File: config.mk
export PLATFORM = sky130hd
export DESIGN_NAME = leaky_integrate_and_fire_neuron
export DESIGN_NICKNAME = d
export VERILOG_FILES = /design/src/lif_pkg.sv /design/src/leaky_integrate_and_fire_neuron.sv /design/src/lif_div.sv /design/src/lif_dp.sv /design/src/lif_ctrl.sv
export SDC_FILE = /design/constraint.sdc
export NUM_CORES = 2
export LEC_CHECK = 0
export BUFFER_PORTS_ARGS = -buffer_cell sky130_fd_sc_hd__buf_4
export CAP_MARGIN = 20
export CORE_MARGIN = 2
export CORE_UTILIZATION = 45
export DETAILED_ROUTE_END_ITERATION = 10
export PLACE_DENSITY_LB_ADDON = 0.05
export SYNTH_ARGS = -nofsm -noshare
export SYNTH_HDL_FRONTEND = slang
export SYNTH_SLANG_ARGS = --single-unit
File: constraint.sdc
create_clock -name clk -period 10.4 [get_ports clk]
set_input_delay 0 -clock clk [delete_from_list [all_inputs] [get_ports clk]]
set_output_delay 0 -clock clk [all_outputs]
set_load 0.05 [all_outputs]
File: src/lif_pkg.sv
// Shared types and constants for the leaky integrate-and-fire neuron.
package lif_pkg;

	localparam int CFG_IDX_W = 3;

	typedef enum logic [CFG_IDX_W-1:0] {
		REG_RESET_VOLTAGE     = 3'd0,
		REG_THRESHOLD_VOLTAGE = 3'd1,
		REG_REST_POTENTIAL    = 3'd2,
		REG_TIME_CONSTANT     = 3'd3,
		REG_BIAS_CURRENT      = 3'd4,
		REG_TIME_STEP         = 3'd5
	} cfg_reg_t;

	typedef enum logic [2:0] {
		ST_IDLE,
		ST_DIV,
		ST_SAT,
		ST_MUL,
		ST_WB
	} ctrl_state_t;

	typedef struct packed {
		logic in_ready;
		logic accept;
		logic div_start;
		logic sat_en;
		logic mul_en;
		logic commit;
	} lif_cmd_t;

	typedef struct packed {
		logic bypass_in;
		logic div_done;
		logic out_free;
	} lif_status_t;

endpackage

File: src/leaky_integrate_and_fire_neuron.sv
// Top level of the leaky integrate-and-fire neuron.
// Each request is one tick: the membrane voltage V (signed, FRAC_BITS fraction bits) either
// takes the reset voltage (restart, or the tick after a spike) or integrates
// V + step*((E-V)/tau + Iex) + weight with saturation, then is compared with the threshold (a restart never fires).
// One request is processed at a time. An integrating tick runs the serial divide by tau,
// which produces one quotient bit per cycle, then the saturate, multiply and writeback
// states; a restart or post-spike tick goes straight to writeback. The next request can
// be accepted in the cycle after the result is registered.
// The result sits in an output register, so the next request is accepted while it waits.
// The user must write registers only while no request is in flight; the block does not enforce it.
module leaky_integrate_and_fire_neuron import lif_pkg::*; #(
	parameter int VOLT_WIDTH = 32,
	parameter int FRAC_BITS  = 16
) (
	input  logic                                clk,
	input  logic                                arst_n,
	input  logic                                cfg_we,
	input  logic [CFG_IDX_W-1:0]                cfg_index,
	input  logic [VOLT_WIDTH-1:0]               cfg_data,
	input  logic                                s_tvalid,
	output logic                                s_tready,
	input  logic [((VOLT_WIDTH+7)/8)*8-1:0]     s_tdata,  // syn_weight
	input  logic                                s_tuser,  // restart
	output logic                                m_tvalid,
	input  logic                                m_tready,
	output logic [((VOLT_WIDTH+7)/8)*8-1:0]     m_tdata,  // membrane
	output logic                                m_tuser   // fire
);

	localparam int TDW = ((VOLT_WIDTH + 7) / 8) * 8;

	lif_cmd_t              cmd;
	lif_status_t           status;
	logic [VOLT_WIDTH-1:0] out_membrane;

	lif_ctrl u_ctrl (
		.clk      (clk),
		.arst_n   (arst_n),
		.in_valid (s_tvalid),
		.status   (status),
		.cmd      (cmd)
	);

	lif_dp #(
		.W(VOLT_WIDTH),
		.F(FRAC_BITS)
	) u_dp (
		.clk          (clk),
		.arst_n       (arst_n),
		.cfg_we       (cfg_we),
		.cfg_index    (cfg_index),
		.cfg_data     (cfg_data),
		.in_weight    (s_tdata[VOLT_WIDTH-1:0]),
		.in_restart   (s_tuser),
		.out_ready    (m_tready),
		.cmd          (cmd),
		.status       (status),
		.out_valid    (m_tvalid),
		.out_membrane (out_membrane),
		.out_fire     (m_tuser)
	);

	assign s_tready = cmd.in_ready;
	assign m_tdata  = TDW'(out_membrane);

endmodule

File: src/lif_div.sv
// Restoring serial divider for unsigned magnitudes, one quotient bit per cycle.
module lif_div #(
	parameter int DW = 49,
	parameter int DV = 31
) (
	input  logic          clk,
	input  logic          arst_n,
	input  logic          start,
	input  logic [DW-1:0] dividend,
	input  logic [DV-1:0] divisor,
	output logic [DW-1:0] quotient,
	output logic          done
);

	localparam int CW = $clog2(DW + 1);

	logic [DW-1:0] quo_q;
	logic [DV-1:0] rem_q;
	logic [DV-1:0] div_q;
	logic [CW-1:0] cnt_q;
	logic          busy_q;
	logic          done_q;
	logic [DV:0]   shifted;
	logic [DV:0]   diff;
	logic          ge;

	assign shifted = {rem_q, quo_q[DW-1]};
	assign ge      = shifted >= {1'b0, div_q};
	assign diff    = shifted - {1'b0, div_q};

	always_ff @(posedge clk or negedge arst_n) begin
		if (!arst_n) begin
			busy_q <= 1'b0;
			done_q <= 1'b0;
			cnt_q  <= '0;
		end else if (start) begin
			busy_q <= 1'b1;
			done_q <= 1'b0;
			cnt_q  <= CW'(DW);
		end else if (busy_q) begin
			cnt_q <= cnt_q - CW'(1);
			if (cnt_q == CW'(1)) begin
				busy_q <= 1'b0;
				done_q <= 1'b1;
			end
		end
	end

	always_ff @(posedge clk) begin
		if (start) begin
			quo_q <= dividend;
			rem_q <= '0;
			div_q <= divisor;
		end else if (busy_q) begin
			quo_q <= {quo_q[DW-2:0], ge};
			rem_q <= ge ? diff[DV-1:0] : shifted[DV-1:0];
		end
	end

	assign quotient = quo_q;
	assign done     = done_q;

endmodule

File: src/lif_dp.sv
// Datapath: configuration registers, neuron state, divider, multiplier and writeback.
module lif_dp import lif_pkg::*; #(
	parameter int W = 32,
	parameter int F = 16
) (
	input  logic                 clk,
	input  logic                 arst_n,
	input  logic                 cfg_we,
	input  logic [CFG_IDX_W-1:0] cfg_index,
	input  logic [W-1:0]         cfg_data,
	input  logic [W-1:0]         in_weight,
	input  logic                 in_restart,
	input  logic                 out_ready,
	input  lif_cmd_t             cmd,
	output lif_status_t          status,
	output logic                 out_valid,
	output logic [W-1:0]         out_membrane,
	output logic                 out_fire
);

	localparam int DW = W + 1 + F;
	localparam int DV = W - 1;
	localparam int TW = DW + 2;
	localparam int PW = 2 * W;
	localparam int SW = PW + 2;

	logic signed [W-1:0]  reset_v_q;
	logic signed [W-1:0]  thresh_q;
	logic signed [W-1:0]  rest_q;
	logic        [DV-1:0] tau_q;
	logic signed [W-1:0]  bias_q;
	logic        [DV-1:0] step_q;

	logic signed [W-1:0]  membrane_q;
	logic                 pending_q;
	logic signed [W-1:0]  weight_q;
	logic                 restart_q;
	logic                 d_neg_q;
	logic                 d_zero_q;
	logic signed [W-1:0]  t_q;
	logic signed [PW-1:0] prod_q;
	logic                 out_valid_q;
	logic        [W-1:0]  out_mem_q;
	logic                 out_fire_q;

	logic signed [W:0]    d;
	logic        [W:0]    d_mag;
	logic        [DW-1:0] dividend;
	logic        [DW-1:0] quotient;
	logic                 div_done;
	logic signed [DW:0]   qs;
	logic signed [TW-1:0] t_sum;
	logic signed [W-1:0]  t_sat;
	logic signed [PW-1:0] prod_c;
	logic signed [PW-1:0] p;
	logic signed [SW-1:0] v_sum;
	logic signed [W-1:0]  v_sat;
	logic signed [W-1:0]  new_v;
	logic                 use_reset;
	logic                 fire;

	always_ff @(posedge clk or negedge arst_n) begin
		if (!arst_n) begin
			reset_v_q <= '0;
			thresh_q  <= W'(1) << F;
			rest_q    <= '0;
			tau_q     <= DV'(1) << F;
			bias_q    <= '0;
			step_q    <= DV'(1) << F;
		end else if (cfg_we) begin
			case (cfg_reg_t'(cfg_index))
				REG_RESET_VOLTAGE:     reset_v_q <= cfg_data;
				REG_THRESHOLD_VOLTAGE: thresh_q  <= cfg_data;
				REG_REST_POTENTIAL:    rest_q    <= cfg_data;
				REG_TIME_CONSTANT:     tau_q     <= cfg_data[DV-1:0];
				REG_BIAS_CURRENT:      bias_q    <= cfg_data;
				REG_TIME_STEP:         step_q    <= cfg_data[DV-1:0];
				default: ;
			endcase
		end
	end

	assign d        = {rest_q[W-1], rest_q} - {membrane_q[W-1], membrane_q};
	assign d_mag    = d[W] ? (W+1)'(-d) : d;
	assign dividend = {d_mag, {F{1'b0}}};

	lif_div #(
		.DW(DW),
		.DV(DV)
	) u_div (
		.clk      (clk),
		.arst_n   (arst_n),
		.start    (cmd.div_start),
		.dividend (dividend),
		.divisor  (tau_q),
		.quotient (quotient),
		.done     (div_done)
	);

	always_comb begin
		if (tau_q == '0) begin
			if (d_zero_q)
				qs = '0;
			else if (d_neg_q)
				qs = {{(DW-W+2){1'b1}}, {(W-1){1'b0}}};
			else
				qs = {{(DW-W+2){1'b0}}, {(W-1){1'b1}}};
		end else begin
			qs = d_neg_q ? -$signed({1'b0, quotient}) : $signed({1'b0, quotient});
		end
	end

	assign t_sum = {qs[DW], qs} + {{(TW-W){bias_q[W-1]}}, bias_q};

	always_comb begin
		if ((&t_sum[TW-1:W-1]) || !(|t_sum[TW-1:W-1]))
			t_sat = t_sum[W-1:0];
		else if (t_sum[TW-1])
			t_sat = {1'b1, {(W-1){1'b0}}};
		else
			t_sat = {1'b0, {(W-1){1'b1}}};
	end

	assign prod_c = $signed({1'b0, step_q}) * t_q;
	assign p      = prod_q >>> F;
	assign v_sum  = {{(SW-W){membrane_q[W-1]}}, membrane_q}
		+ {{(SW-PW){p[PW-1]}}, p}
		+ {{(SW-W){weight_q[W-1]}}, weight_q};

	always_comb begin
		if ((&v_sum[SW-1:W-1]) || !(|v_sum[SW-1:W-1]))
			v_sat = v_sum[W-1:0];
		else if (v_sum[SW-1])
			v_sat = {1'b1, {(W-1){1'b0}}};
		else
			v_sat = {1'b0, {(W-1){1'b1}}};
	end

	assign use_reset = restart_q || pending_q;
	assign new_v     = use_reset ? reset_v_q : v_sat;
	assign fire      = !restart_q && (new_v >= thresh_q);

	always_ff @(posedge clk) begin
		if (cmd.accept) begin
			weight_q  <= in_weight;
			restart_q <= in_restart;
			d_neg_q   <= d[W];
			d_zero_q  <= (d == '0);
		end
		if (cmd.sat_en)
			t_q <= t_sat;
		if (cmd.mul_en)
			prod_q <= prod_c;
		if (cmd.commit) begin
			out_mem_q  <= new_v;
			out_fire_q <= fire;
		end
	end

	always_ff @(posedge clk or negedge arst_n) begin
		if (!arst_n) begin
			membrane_q  <= '0;
			pending_q   <= 1'b0;
			out_valid_q <= 1'b0;
		end else begin
			if (cmd.commit) begin
				membrane_q  <= new_v;
				pending_q   <= fire;
				out_valid_q <= 1'b1;
			end else if (out_ready) begin
				out_valid_q <= 1'b0;
			end
		end
	end

	assign status.bypass_in = in_restart || pending_q;
	assign status.div_done  = div_done;
	assign status.out_free  = !out_valid_q || out_ready;

	assign out_valid    = out_valid_q;
	assign out_membrane = out_mem_q;
	assign out_fire     = out_fire_q;

endmodule

File: src/lif_ctrl.sv
// Controller state machine sequencing accept, divide, saturate, multiply and writeback.
module lif_ctrl import lif_pkg::*; (
	input  logic        clk,
	input  logic        arst_n,
	input  logic        in_valid,
	input  lif_status_t status,
	output lif_cmd_t    cmd
);

	ctrl_state_t state_q;
	ctrl_state_t state_d;

	always_ff @(posedge clk or negedge arst_n) begin
		if (!arst_n)
			state_q <= ST_IDLE;
		else
			state_q <= state_d;
	end

	always_comb begin
		state_d = state_q;
		case (state_q)
			ST_IDLE: begin
				if (in_valid)
					state_d = status.bypass_in ? ST_WB : ST_DIV;
			end
			ST_DIV: begin
				if (status.div_done)
					state_d = ST_SAT;
			end
			ST_SAT:  state_d = ST_MUL;
			ST_MUL:  state_d = ST_WB;
			ST_WB: begin
				if (status.out_free)
					state_d = ST_IDLE;
			end
			default: state_d = ST_IDLE;
		endcase
	end

	always_comb begin
		cmd = '0;
		case (state_q)
			ST_IDLE: begin
				cmd.in_ready  = 1'b1;
				cmd.accept    = in_valid;
				cmd.div_start = in_valid && !status.bypass_in;
			end
			ST_DIV:  ;
			ST_SAT:  cmd.sat_en = 1'b1;
			ST_MUL:  cmd.mul_en = 1'b1;
			ST_WB:   cmd.commit = status.out_free;
			default: ;
		endcase
	end

endmodule

==> summary.md <==
| Metric | Value |
|---|---|
| CTS Buf Count | just over 60 |
| Core Region | 142000 um2 |
| Largest net degree at the start of global routing | 147 |
| CTS tree | built |
| FP Rows | 138 |
| Setup Viol. Count Final | 0 |
| Via density | 5.45 |
| Total gr overflow | 0 |
| FF-to-FF Start | u_dp.t_q[22]$_DFFE_PN_ |
| Die footprint | between 100000 and 150000 um2 |
| Critical path type | flip-flop to flip-flop |
| DR pass1 iterations | 5 |
| Crit path buf inv count | 5 |
| First-pass GRT wire length | approximately 300000 um |
| Worst-path clk slew | approximately 0.06 ns |
| Chip width | about 380 um |
| Tcrit/Tclk final | about 91% |
| Synthesized flop and latch total | a little under 500 |
| WL final | slightly below 200000 um |
| Syn-to-layout area delta | 9.52% |
| CP Capture Type | flip-flop |
| Req. time, crit path | ~11 ns |
| GPL Wtd Cong | 0.894 |
| Starting Density | between 40% and 50% |
| H-tree depth | 2 |
| Setup TNS | 0 ns |
| Actual slew at the worst max-slew pin | 1.11 ns |
| Async S/R FF share, synth | about 48% |
| Slew Limit Headroom | about a quarter |
| Net Count, Synth | approximately 8.5k |
| Num ports | around 110 |
| Synth area leader | fa_1 |
| Post-synthesis average cell area | 9.12 um2 |
| Number of max-cap violations | 0 |
| Sequential area share after synthesis | 20.5% |
| Min Tclk post-route | about 9.4 ns |
| WL/cell | roughly 21 um |
| Worst setup SP type | flip-flop |
| Die Ht | around 380 um |
| Status | complete, no violations |
| Max reg flops | between 40 and 50 |
| Unrepaired setup endpoints after global routing | false |
| Fmax | between 0.1 and 0.15 GHz |
| Synth Warn # | 0 |
| Hold WC Path Type | input pin to flip-flop |
| Most frequent CP cell | fa_1 |
| Post-DP HPWL | ~150000 um |
| Reg2reg setup slack | about 0.96 ns |
| Post-Syn Area | about 64000 um2 |
| Postcts setup bufs | 0 |
| Cell count along the critical path | 28 |
| CP max stage delay | about 0.83 ns |
| Fin nets | 8592 |
| FF-to-FF End | u_dp.prod_q[63]$_DFFE_PN_ |
| Critical Path End | u_dp.prod_q[63]$_DFFE_PN_ |
| Crit-path max FO | 18 |
| Synth top area share | between 20% and 30% |
| Initial antenna violation count | 22 |
| Antenna Nets Post-Route | 0 |
| Post-synth EDFFs | about 210 |
| Slew Limit Fails | 0 |
| Number of cells on the worst reg-to-reg path | 28 |
| Max Buffers Root-to-Sink | 3 |
| Worst path slowest cell | edfxtp_1 |
| Synth Instances | between 7k and 8k |
| Clock root buffer | clkbuf_16 |
| Netlist cell types | 98 |
| Worst setup path start | u_dp.t_q[22]$_DFFE_PN_ |
| 1st-iter DRT viols | 3717 |
| Ys flop type | dfrtp_1 |
| Via count | just under 50k |
| Area contributors post-synth | fa_1 (27%), ha_1 (11%), edfxtp_1 (9.9%) |
| Gr usage total | a little over a quarter |
| IO buf count | about 110 |
| Final Skew | around 0.080 ns |
| WP data arrival | between 9 and 10 ns |
| Clk_lat worst skew | around 0.7 ns |
| CTS Sinks | 494 |
| Vias in the first global route | 50.5k |
| Final count of hold timing violations | 0 |
| Layout cells sized above 1 | 8.03% |
| DRC | 0 |
| CP top delay family | adder cells |
worst reg2reg max path, delay by kind of cell, from the launching register on:
kind / cells / cell delay (ns)
compound gates: 11 / 2.40
xor+xnor: 1 / 0.13
fa+ha+maj: 9 / 4.63
buf+inv: 5 / 0.72
flops: 1 / 0.83
simple gates: 2 / 0.41
cell type report:
| class | instances | area (um2) |
|---|---|---|
| diodes | 4 | 10.0 |
| clock buffers | 74 | 1640 |
| clock inverters | 42 | 524 |
| fillers | 13600 | 71200 |
| inverters | 1140 | 4280 |
| multi-input cells | 5077 | 45600 |
| flip-flops and latches | 494 | 13200 |
| well taps | 1890 | 2360 |
| repair buffers | 332 | 2790 |
per-layer routing:
metal  wire length [um]  track usage (%)  share of wire [%]
met5                 43                0              0.022
met4               3470             5.29                1.8
met1              92100             40.3                 48
met2              87200             42.4                 45
met3              10400             3.44                5.4
cells by family after synthesis:
logic type               share of synthesized area [%]
multiplexers                                      3.27
flip-flops                                        20.5
AO/OA/AOI/OAI                                     10.7
adder cells (fa/ha/maj)                           37.7
AND/OR/NAND/NOR                                   15.6
XOR/XNOR                                          3.50
buffers and inverters                             8.67
layout by cell type (no fill, tap or decap), types with 141 or more instances in the layout:
cell type,instances
edfxtp_1,212
nor2_1,224
buf_4,239
nand2_1,978
mux2_2,160
a21oi_1,392
dfrtp_1,231
ha_1,542
inv_1,1138
xnor2_1,141
nand3_1,149
o21ai_0,254
and2_1,269
fa_1,871
stage by stage:
step | cell area, um2 | setup WS (ns) | hold slack [ns] | std cells | util, %
after floorplan | 64300 | 2.21 | -0.296 | 7049 | -
after global placement | 67200 | 0.927 | 0.127 | 8842 | 47.5
after detailed placement | 67300 | 0.813 | 0.123 | 8843 | 47.5
after CTS | 70300 | 0.746 | 0.00355 | 9048 | 49.7
after global routing | 70400 | 0.183 | 0.0255 | 9049 | 49.7
final | 70400 | 0.960 | 0.0547 | 9053 | 49.7
repair_timing:
item	CTS	global route
resized for setup	0	1
setup endpoints to repair	0	1
hold endpoints to repair	319	0
hold buffers	89	0
how the worst min path moves through the flow:
stage	endpoint	depth (start not counted)	start	slack, ns
6_report	u_dp.restart_q$_DFFE_PP_	2	s_tuser	0.05
4_1_cts	u_dp.weight_q[11]$_DFFE_PP_	2	s_tdata[11]	0.004
5_1_grt	u_dp.weight_q[11]$_DFFE_PP_	2	s_tdata[11]	0.03
2_1_floorplan	u_ctrl.state_q[0]$_DFFE_PN0P_	0	arst_n	-0.30
3_3_place_gp	u_dp.bias_q[5]$_DFFE_PN0P_	1	arst_n	0.13
3_5_place_dp	u_dp.bias_q[3]$_DFFE_PN0P_	1	arst_n	0.12
synth_stat cells (all sizes together) (24+ instances only):
cell / instances
ha: 542
nor4: 26
buf: 30
clkbuf: 308
o21a: 35
nor2b: 53
inv: 1139
and3: 59
xnor2: 141
o22ai: 24
edfxtp: 212
a211oi: 37
mux2: 160
a21o: 113
o21ai: 271
dfxtp: 47
dfrtp: 232
nand4: 51
nor3: 71
nor2: 229
a31oi: 45
o31ai: 33
nand2: 980
a21oi: 394
fa: 871
mux2i: 28
o21bai: 37
or3: 27
xor2: 116
nand3: 149
nand2b: 87
and2: 270
Power is left out: the tool's default activity adds up to more than one toggle a clock period on the data nets, which glitch-free logic cannot reach.
